`src/hw/rtl/pir_pkg.sv`:
```
`default_nettype none

package pir_pkg;

  localparam int unsigned VALUE_WIDTH = 64;
  localparam int unsigned OUT_WIDTH   = 64;
  localparam int unsigned RADIX_W     = 6;
  localparam int unsigned CHAR_W      = 8;

  localparam logic [RADIX_W-1:0] RADIX_DEC   = 6'd10;
  localparam logic [RADIX_W-1:0] RADIX_MAX   = 6'd36;
  localparam logic [RADIX_W-1:0] RADIX_OCT   = 6'd8;
  localparam logic [RADIX_W-1:0] RADIX_HEX   = 6'd16;
  localparam logic [RADIX_W-1:0] RADIX_BIN   = 6'd2;
  localparam logic [RADIX_W-1:0] LIMIT_OCT   = 6'd25;
  localparam logic [RADIX_W-1:0] LIMIT_HEX   = 6'd34;
  localparam logic [RADIX_W-1:0] LIMIT_BIN   = 6'd12;

  localparam logic [CHAR_W-1:0] CH_NUL   = 8'h00;
  localparam logic [CHAR_W-1:0] CH_MINUS = 8'h2D;
  localparam logic [CHAR_W-1:0] CH_PLUS  = 8'h2B;
  localparam logic [CHAR_W-1:0] CH_DOT   = 8'h2E;
  localparam logic [CHAR_W-1:0] CH_0     = 8'h30;
  localparam logic [CHAR_W-1:0] CH_7     = 8'h37;
  localparam logic [CHAR_W-1:0] CH_8     = 8'h38;
  localparam logic [CHAR_W-1:0] CH_9     = 8'h39;
  localparam logic [CHAR_W-1:0] CH_LC_A  = 8'h61;
  localparam logic [CHAR_W-1:0] CH_LC_Z  = 8'h7A;
  localparam logic [CHAR_W-1:0] CH_UC_A  = 8'h41;
  localparam logic [CHAR_W-1:0] CH_UC_Z  = 8'h5A;
  localparam logic [CHAR_W-1:0] CH_LC_O  = 8'h6F;
  localparam logic [CHAR_W-1:0] CH_UC_O  = 8'h4F;
  localparam logic [CHAR_W-1:0] CH_LC_X  = 8'h78;
  localparam logic [CHAR_W-1:0] CH_UC_X  = 8'h58;
  localparam logic [CHAR_W-1:0] CH_LC_B  = 8'h62;
  localparam logic [CHAR_W-1:0] CH_UC_B  = 8'h42;
  localparam logic [CHAR_W-1:0] CH_TAB   = 8'h09;
  localparam logic [CHAR_W-1:0] CH_LF    = 8'h0A;
  localparam logic [CHAR_W-1:0] CH_VT    = 8'h0B;
  localparam logic [CHAR_W-1:0] CH_FF    = 8'h0C;
  localparam logic [CHAR_W-1:0] CH_CR    = 8'h0D;
  localparam logic [CHAR_W-1:0] CH_SPACE = 8'h20;
  localparam logic [CHAR_W-1:0] CH_NBSP  = 8'hA0;

  typedef enum logic [5:0] {
    PH_SKIP   = 6'b000001,
    PH_START  = 6'b000010,
    PH_ZERO   = 6'b000100,
    PH_DIGITS = 6'b001000,
    PH_AUTO   = 6'b010000,
    PH_ERROR  = 6'b100000
  } phase_e;

  typedef enum logic [1:0] {
    ST_OK        = 2'd0,
    ST_EMPTY     = 2'd1,
    ST_BAD_RADIX = 2'd2,
    ST_CONFLICT  = 2'd3
  } status_e;

  typedef struct packed {
    logic               ok;
    logic [RADIX_W-1:0] val;
  } digit_t;

  function automatic logic is_space(input logic [CHAR_W-1:0] c);
    return c inside {CH_TAB, CH_LF, CH_VT, CH_FF, CH_CR, CH_SPACE, CH_NBSP};
  endfunction

  function automatic digit_t digit_of(input logic [CHAR_W-1:0] c);
    digit_t d;
    d.ok  = 1'b1;
    d.val = '0;
    if (c inside {[CH_0:CH_9]}) begin
      d.val = RADIX_W'(c - CH_0);
    end else if (c inside {[CH_LC_A:CH_LC_Z]}) begin
      d.val = RADIX_W'(c - CH_LC_A) + RADIX_DEC;
    end else if (c inside {[CH_UC_A:CH_UC_Z]}) begin
      d.val = RADIX_W'(c - CH_UC_A) + RADIX_DEC;
    end else begin
      d.ok = 1'b0;
    end
    return d;
  endfunction

endpackage

`default_nettype wire

```
`src/hw/rtl/parse_integer_with_radix.sv`:
```
// Integer parser for a byte stream of text with optional radix prefix.
// Input: s_axis carries one character per transaction in tdata[7:0]; a NUL
// byte ends the string. Leading whitespace and one sign are skipped, a
// leading 0 may carry an o, x or b prefix.
// Output: m_axis carries one result per string: tdata[63:0] is the signed
// value, tuser[1:0] the status (ok, empty, radix above 36, prefix conflict).
// Configuration: cfg_we_i writes cfg_wdata_i into the forced radix register
// (0 autodetects); write it only between strings.
// Timing: one character per cycle is taken while s_axis_tready is high. The
// result of a string is registered and appears in m_axis in the cycle after
// its NUL is accepted.
// Stall: the result is held in the output register until taken; s_axis stays
// ready while that register is empty or being drained in the same cycle.
// Reset: clears the string state, the forced radix to 0 and the output valid.
`default_nettype none

module parse_integer_with_radix (
  input  wire logic        clk_i,
  input  wire logic        rst_ni,
  input  wire logic        cfg_we_i,
  input  wire logic [5:0]  cfg_wdata_i,
  input  wire logic        s_axis_tvalid,
  output logic             s_axis_tready,
  input  wire logic [7:0]  s_axis_tdata,   // [7:0] ch
  output logic             m_axis_tvalid,
  input  wire logic        m_axis_tready,
  output logic [63:0]      m_axis_tdata,   // [63:0] value (signed)
  output logic [1:0]       m_axis_tuser    // [1:0] status
);

  localparam int unsigned VW = pir_pkg::VALUE_WIDTH;
  localparam int unsigned RW = pir_pkg::RADIX_W;

  logic [RW-1:0]    force_q;
  pir_pkg::phase_e  phase_q, phase_d;
  logic             neg_q, neg_d;
  logic [RW-1:0]    radix_q, radix_d;
  logic [VW-1:0]    main_q, main_d;
  logic [VW-1:0]    oct_q, oct_d;
  logic             main_stop_q, main_stop_d;
  logic             oct_stop_q, oct_stop_d;
  logic             hint_q, hint_d;
  logic             scan_q, scan_d;
  logic             used_q, used_d;
  pir_pkg::status_e pend_q, pend_d;

  logic             out_valid_q, out_valid_d;
  logic [63:0]      out_value_q, out_value_d;
  pir_pkg::status_e out_status_q, out_status_d;

  logic             accept;
  logic             is_nul;
  logic [7:0]       ch;
  pir_pkg::digit_t  dig;
  logic [RW-1:0]    step_radix;
  logic [VW-1:0]    mul_full;
  logic [VW-1:0]    md_value;
  logic             md_ok;
  logic             is_prefix;
  logic [RW-1:0]    pre_own;
  logic [RW-1:0]    pre_limit;
  logic             scan_in;
  logic [VW-1:0]    res_v;
  pir_pkg::status_e res_st;

  assign s_axis_tready = !out_valid_q || m_axis_tready;
  assign accept        = s_axis_tvalid && s_axis_tready;
  assign ch            = s_axis_tdata;
  assign is_nul        = (ch == pir_pkg::CH_NUL);
  assign dig           = pir_pkg::digit_of(ch);

  always_comb begin
    if (phase_q == pir_pkg::PH_SKIP || phase_q == pir_pkg::PH_START) begin
      step_radix = (force_q != '0) ? force_q : pir_pkg::RADIX_DEC;
    end else if (phase_q == pir_pkg::PH_ZERO) begin
      step_radix = (radix_q != '0) ? radix_q : pir_pkg::RADIX_DEC;
    end else begin
      step_radix = radix_q;
    end
  end

  assign mul_full = main_q * VW'(step_radix);
  assign md_value = mul_full + VW'(dig.val);
  assign md_ok    = dig.ok && (dig.val < step_radix);
  assign scan_in  = (phase_q == pir_pkg::PH_ZERO) || scan_q;

  always_comb begin
    is_prefix = 1'b1;
    pre_own   = pir_pkg::RADIX_OCT;
    pre_limit = pir_pkg::LIMIT_OCT;
    case (ch)
      pir_pkg::CH_LC_O, pir_pkg::CH_UC_O: begin
        pre_own   = pir_pkg::RADIX_OCT;
        pre_limit = pir_pkg::LIMIT_OCT;
      end
      pir_pkg::CH_LC_X, pir_pkg::CH_UC_X: begin
        pre_own   = pir_pkg::RADIX_HEX;
        pre_limit = pir_pkg::LIMIT_HEX;
      end
      pir_pkg::CH_LC_B, pir_pkg::CH_UC_B: begin
        pre_own   = pir_pkg::RADIX_BIN;
        pre_limit = pir_pkg::LIMIT_BIN;
      end
      default: is_prefix = 1'b0;
    endcase
  end

  always_comb begin
    res_v  = '0;
    res_st = pir_pkg::ST_OK;
    case (phase_q)
      pir_pkg::PH_SKIP, pir_pkg::PH_START: begin
        res_st = (force_q > pir_pkg::RADIX_MAX) ? pir_pkg::ST_BAD_RADIX : pir_pkg::ST_EMPTY;
      end
      pir_pkg::PH_ZERO: res_st = pir_pkg::ST_OK;
      pir_pkg::PH_DIGITS: begin
        res_v  = main_q;
        res_st = used_q ? pir_pkg::ST_OK : pir_pkg::ST_EMPTY;
      end
      pir_pkg::PH_AUTO: begin
        res_v  = hint_q ? main_q : oct_q;
        res_st = pir_pkg::ST_OK;
      end
      default: res_st = pend_q;
    endcase
    if (res_st == pir_pkg::ST_BAD_RADIX || res_st == pir_pkg::ST_CONFLICT) begin
      res_v = '0;
    end else if (neg_q) begin
      res_v = VW'(0) - res_v;
    end
  end

  always_comb begin
    phase_d     = phase_q;
    neg_d       = neg_q;
    radix_d     = radix_q;
    main_d      = main_q;
    oct_d       = oct_q;
    main_stop_d = main_stop_q;
    oct_stop_d  = oct_stop_q;
    hint_d      = hint_q;
    scan_d      = scan_q;
    used_d      = used_q;
    pend_d      = pend_q;

    if (accept && !is_nul) begin
      case (phase_q)
        pir_pkg::PH_SKIP, pir_pkg::PH_START: begin
          if (phase_q == pir_pkg::PH_SKIP && pir_pkg::is_space(ch)) begin
            phase_d = phase_q;
          end else if (phase_q == pir_pkg::PH_SKIP && ch == pir_pkg::CH_MINUS) begin
            neg_d   = 1'b1;
            phase_d = pir_pkg::PH_START;
          end else if (phase_q == pir_pkg::PH_SKIP && ch == pir_pkg::CH_PLUS) begin
            phase_d = pir_pkg::PH_START;
          end else if (force_q > pir_pkg::RADIX_MAX) begin
            pend_d  = pir_pkg::ST_BAD_RADIX;
            phase_d = pir_pkg::PH_ERROR;
          end else if (ch == pir_pkg::CH_0) begin
            used_d  = 1'b1;
            radix_d = force_q;
            phase_d = pir_pkg::PH_ZERO;
          end else begin
            radix_d = step_radix;
            phase_d = pir_pkg::PH_DIGITS;
            if (md_ok) begin
              main_d = md_value;
              used_d = 1'b1;
            end else begin
              main_stop_d = 1'b1;
            end
          end
        end
        pir_pkg::PH_ZERO: begin
          if (is_prefix) begin
            if (radix_q != '0 && radix_q != pre_own && radix_q < pre_limit) begin
              pend_d  = pir_pkg::ST_CONFLICT;
              phase_d = pir_pkg::PH_ERROR;
            end else begin
              radix_d = (radix_q != '0) ? radix_q : pre_own;
              used_d  = 1'b1;
              phase_d = pir_pkg::PH_DIGITS;
            end
          end else begin
            radix_d = step_radix;
            phase_d = (radix_q != '0) ? pir_pkg::PH_DIGITS : pir_pkg::PH_AUTO;
            if (radix_q == '0) begin
              hint_d = hint_q || (ch == pir_pkg::CH_DOT || ch == pir_pkg::CH_8 ||
                                  ch == pir_pkg::CH_9);
              scan_d = ch inside {[pir_pkg::CH_0:pir_pkg::CH_9], pir_pkg::CH_DOT};
              if (ch inside {[pir_pkg::CH_0:pir_pkg::CH_7]}) begin
                oct_d = {oct_q[VW-4:0], ch[2:0]};
              end else begin
                oct_stop_d = 1'b1;
              end
            end
            if (md_ok) begin
              main_d = md_value;
              used_d = 1'b1;
            end else begin
              main_stop_d = 1'b1;
            end
          end
        end
        pir_pkg::PH_DIGITS, pir_pkg::PH_AUTO: begin
          if (phase_q == pir_pkg::PH_AUTO) begin
            hint_d = hint_q || (scan_in && (ch == pir_pkg::CH_DOT || ch == pir_pkg::CH_8 ||
                                            ch == pir_pkg::CH_9));
            scan_d = scan_in && (ch inside {[pir_pkg::CH_0:pir_pkg::CH_9], pir_pkg::CH_DOT});
            if (!oct_stop_q) begin
              if (ch inside {[pir_pkg::CH_0:pir_pkg::CH_7]}) begin
                oct_d = {oct_q[VW-4:0], ch[2:0]};
              end else begin
                oct_stop_d = 1'b1;
              end
            end
          end
          if (!main_stop_q) begin
            if (md_ok) begin
              main_d = md_value;
              used_d = 1'b1;
            end else begin
              main_stop_d = 1'b1;
            end
          end
        end
        default: phase_d = phase_q;
      endcase
    end else if (accept) begin
      phase_d     = pir_pkg::PH_SKIP;
      neg_d       = 1'b0;
      radix_d     = pir_pkg::RADIX_DEC;
      main_d      = '0;
      oct_d       = '0;
      main_stop_d = 1'b0;
      oct_stop_d  = 1'b0;
      hint_d      = 1'b0;
      scan_d      = 1'b0;
      used_d      = 1'b0;
      pend_d      = pir_pkg::ST_OK;
    end
  end

  always_comb begin
    out_valid_d  = out_valid_q;
    out_value_d  = out_value_q;
    out_status_d = out_status_q;
    if (accept && is_nul) begin
      out_valid_d  = 1'b1;
      out_value_d  = 64'(signed'(res_v));
      out_status_d = res_st;
    end else if (m_axis_tready) begin
      out_valid_d = 1'b0;
    end
  end

  always_ff @(posedge clk_i or negedge rst_ni) begin
    if (!rst_ni) begin
      force_q     <= '0;
      phase_q     <= pir_pkg::PH_SKIP;
      neg_q       <= 1'b0;
      radix_q     <= pir_pkg::RADIX_DEC;
      main_q      <= '0;
      oct_q       <= '0;
      main_stop_q <= 1'b0;
      oct_stop_q  <= 1'b0;
      hint_q      <= 1'b0;
      scan_q      <= 1'b0;
      used_q      <= 1'b0;
      pend_q      <= pir_pkg::ST_OK;
      out_valid_q <= 1'b0;
    end else begin
      if (cfg_we_i) begin
        force_q <= cfg_wdata_i;
      end
      phase_q     <= phase_d;
      neg_q       <= neg_d;
      radix_q     <= radix_d;
      main_q      <= main_d;
      oct_q       <= oct_d;
      main_stop_q <= main_stop_d;
      oct_stop_q  <= oct_stop_d;
      hint_q      <= hint_d;
      scan_q      <= scan_d;
      used_q      <= used_d;
      pend_q      <= pend_d;
      out_valid_q <= out_valid_d;
    end
  end

  always_ff @(posedge clk_i) begin
    out_value_q  <= out_value_d;
    out_status_q <= out_status_d;
  end

  assign m_axis_tvalid = out_valid_q;
  assign m_axis_tdata  = out_value_q;
  assign m_axis_tuser  = out_status_q;

`ifndef NO_ASSERTIONS
  a_nul_gives_result: assert property (@(posedge clk_i) disable iff (!rst_ni)
    accept && is_nul |=> m_axis_tvalid)
    else $error("result missing after string end");

  a_char_no_result: assert property (@(posedge clk_i) disable iff (!rst_ni)
    accept && !is_nul && !m_axis_tvalid |=> !m_axis_tvalid)
    else $error("result raised without string end");

  a_error_value_zero: assert property (@(posedge clk_i) disable iff (!rst_ni)
    m_axis_tvalid && (m_axis_tuser == pir_pkg::ST_BAD_RADIX ||
                      m_axis_tuser == pir_pkg::ST_CONFLICT) |-> m_axis_tdata == '0)
    else $error("nonzero value with error status");

  a_string_cleared: assert property (@(posedge clk_i) disable iff (!rst_ni)
    accept && is_nul |=> phase_q == pir_pkg::PH_SKIP && !neg_q && !used_q)
    else $error("string state not cleared after result");
`endif

endmodule

`default_nettype wire
```
`config.mk`:
```
export PLATFORM = sky130hd
export DESIGN_NAME = parse_integer_with_radix
export DESIGN_NICKNAME = d
export VERILOG_FILES = /design/src/hw/rtl/pir_pkg.sv /design/src/hw/rtl/parse_integer_with_radix.sv
export SDC_FILE = /design/constraint.sdc
export NUM_CORES = 1
export LEC_CHECK = 0
export ABC_AREA = 1
export BUFFER_PORTS_ARGS = -buffer_cell sky130_fd_sc_hd__buf_2
export CAP_MARGIN = 40
export CORE_MARGIN = 2
export CORE_UTILIZATION = 60
export DETAILED_ROUTE_END_ITERATION = 8
export PLACE_DENSITY = 0.78
export SYNTH_ARGS = -nofsm -noshare
export SYNTH_HDL_FRONTEND = slang
export SYNTH_SLANG_ARGS = --single-unit
export TNS_END_PERCENT = 10
```
`constraint.sdc`:
```
create_clock -name clk_i -period 6.87 [get_ports clk_i]
set_input_delay 0.687 -clock clk_i [delete_from_list [all_inputs] [get_ports clk_i]]
set_output_delay 0.687 -clock clk_i [all_outputs]
set_load 0.03 [all_outputs]
```
==> flow_summary.yaml <==
logic_synthesis:
  synth_mux_area_share_pct: 0
  synth.distinct_cells: 60
  synth_flop_cell: "dfrtp_1"
  avgSynthCellArea_um2: 7.434
  yosysWarnings: 0
  ys_seq_area_share_pct: 23.53
  async_flop_share_pct: 70.14
  synth-adder-area-share_pct: 26.66
  synthXorXnorAreaFrac_pct: 3.183
  ys_ff_latch: 221
  synth-simple-area-share_pct: 24.94
  synth_edf_count: 66
  synth_compound_area_share_pct: 12.74
  syn_nets: 3758
  syn-cell-area_um2: 24920
  synth_top_family_by_area: "adder cells"
  synth_cells: 3352
die:
  start_util_pct: 60.89
  ios: 87
  die_x_um: 207.8
  die_area_um2: 43180
  num_rows: 74
  die_h_um: 207.8
  core_area_um2: 40920
clocking:
  numCtsBuffers: 28
  cts.sinks: 221
  cts-htree-levels: 1
  clk_root_buffer_cell: "clkbuf_16"
  cts_tree: "done"
  clock_path_buffers: 3
  insertion_delay_ns: 0.57
  clk_pin_slew_ns: 0.07
finish:
  drive_above_1_share_pct: 7.500
  nets: 3824
  final_common_cell: "nor2_1"
  antenna_cells: 0
  final_cell_mix: "nor2_1 (680), nand2_1 (639), inv_1 (431)"
  syn_to_final_growth_pct: 8.877
  final_cells: 3972
  num-fill-cells: 3490
  final_util_pct: 66.30
grt:
  first_global_vias: 23920
  globalRouteOverflowTotal: 0
  grt_max_degree: 84
  grtUsageTotal_pct: 39.13
  grt_pass1_wl_um: 133100
  antenna_found_initial: 0
power_and_ir_drop:
  power.density_nw_per_um2: 181.1
  ir_drop_uv: 207.7
  p_leak_nw: 13.56
critical_path:
  worst-path-buf-inv: 5
  worst-path-max-fanout: 6
  crit_slowest_cell: "fa_1"
  cpMostUsedCell: "nand2_1"
  required_ns: 7.31
  end_kind: "register"
  arrival_ns: 7.11
  start_kind: "register"
  cpPeakStageDelay_ns: 0.59
  critPathKind: "reg -> reg"
  critPathTopFamily: "adder cells"
routing:
  wl_per_cell_um: 20.99
  met1Wirelength_um: 32670
  top_layer: "met4"
  viasPerCell: 6.045
  via_count: 24010
  drt_first_pass_iters: 6
  dr_wl_met3_um: 10570
  drtIter0Drc: 2941
  drc: 0
  antenna_left: 0
  drt-total-wl_um: 83380
  wl_met2_um: 36660
placed_design:
  portBuffers: 86
  gp_congestion: 1.011
  dp_hpwl_um: 65690
  place_inst: 3916
  place_ws_ns: 0.1873
sta:
  finalSetupTns_ns: 0
  fin_crit_sh_pct: 97.15
  tightest_slew_ns: 0.8833
  slew_headroom_pct: 41.12
  setup_violations: 0
  maxSlewViolCount: 0
  hold_violations: 0
  finClkSkew_ns: 0.01629
  rsz0062_at_grt: "false"
  fin_crit_ns: 6.674
  timing.final.ws_setup_ns: 0.1958
  max_freq_mhz: 149.8
min_path:
  min_path_type: "in -> reg"
status:
  run_status: "completed"
run:
  cap_violations: 0
[where the power goes]
part / leakage (nW) / switching (mW) / internal [mW]
registers: 2.75 / 0.0664 / 1.42
clock network: 0.516 / 0.661 / 1.05
logic: 10.3 / 1.22 / 0.488
total: 13.6 / 1.95 / 2.96
[registers in the layout, summed over array words and instances, names as in the netlist, 2 cells and up]
name	count
m_axis_tdata	64
force_q	6
m_axis_tuser	2
oct_q	64
phase_q	6
radix_q	6
pend_q	2
main_q	64
[final timing paths]
| kind | start | end | slack (ns) | cells past startpoint |
|---|---|---|---|---|
| max in group asynchronous | rst_ni | main_q[40]$_DFFE_PN0P_ | 4.74 | 4 |
| worst min register to register | oct_q[47]$_DFFE_PN0P_ | oct_q[47]$_DFFE_PN0P_ | 0.49 | 2 |
| worst max register to register | phase_q[4]$_DFFE_PN0P_ | main_q[34]$_DFFE_PN0P_ | 0.20 | 26 |
| min in group asynchronous | rst_ni | radix_q[4]$_DFFE_PN0P_ | 0.51 | 2 |
| worst max-delay path | phase_q[4]$_DFFE_PN0P_ | main_q[34]$_DFFE_PN0P_ | 0.20 | 26 |
| worst min-delay path | cfg_wdata_i[1] | force_q[1]$_DFFE_PN0P_ | 0.32 | 3 |
[layer usage]
metal / vias to the layer above / track usage (%)
li1: 10810 / -
met1: 11450 / 53.38
met2: 1509 / 59.93
met3: 244 / 10.41
met4: 0 / 14.97
met5: - / 0
[kinds of logic after synthesis]
group,after synthesis
xor gates and xnor gates,89
DFF,221
buffers and inverters,551
AOI/OAI and AO/OA,573
and+or+nand+nor,1531
adders and majority gates,387
[cell usage after synthesis, types with 12 or more instances]
cell type | count | area (µm²)
o21bai_1 | 19 | 142.6
inv_1 | 434 | 1629
o21ai_1 | 113 | 565.5
xnor2_1 | 37 | 324.1
buf_2 | 29 | 145.1
nor2_1 | 681 | 2556
o22ai_1 | 34 | 212.7
buf_6 | 13 | 146.4
nand2_1 | 640 | 2402
a21oi_1 | 172 | 860.8
buf_1 | 13 | 48.80
xor2_1 | 51 | 446.7
clkbuf_1 | 42 | 157.7
a31oi_1 | 12 | 75.07
nand4_1 | 20 | 125.1
nor2_2 | 16 | 100.1
ha_1 | 147 | 1839
dfrtp_1 | 152 | 3804
edfxtp_1 | 66 | 1982
fa_1 | 240 | 4805
o21ai_0 | 170 | 850.8
nand3_1 | 100 | 500.5
nor3_1 | 25 | 125.1
[area by class of cell]
| class | instances | area [µm²] | area share [%] |
|---|---|---|---|
| inverter | 443 | 1663 | 6.129 |
| multi-input combinational | 2580 | 16870 | 62.17 |
| clock inverter | 14 | 222.7 | 0.8209 |
| tap | 532 | 665.6 | 2.453 |
| clock buffer | 38 | 842.1 | 3.104 |
| sequential | 221 | 5869 | 21.63 |
| timing repair buffer | 144 | 1002 | 3.694 |
[through the flow]
step                      hold WS (ns)  total power [mW]  area [µm²]
after floorplan                 0.3914             2.576       24920
after global placement          0.4673             3.104       25970
after detailed placement        0.4740             3.149       26030
after CTS                       0.3096             4.854       27100
after global routing            0.3270             5.102       27130
final                           0.3205             4.914       27130
[worst reg2reg max path: cells and delay by family, from the launching register on]
| family | cells | cell delay [ns] |
|---|---|---|
| buf+inv | 5 | 0.30 |
| compound gates | 4 | 0.82 |
| flops | 1 | 0.45 |
| simple gates | 11 | 2.01 |
| xor+xnor | 1 | 0.41 |
| fa+ha+maj | 5 | 2.54 |
[timing repair]
action	in CTS	in global routing
resized for setup	0	4
setup buffers	0	3
hold buffers	1	0
endpoints found under the setup margin	0	12
endpoints found under the hold margin	11	0
Power figures use the tool's default switching activity.
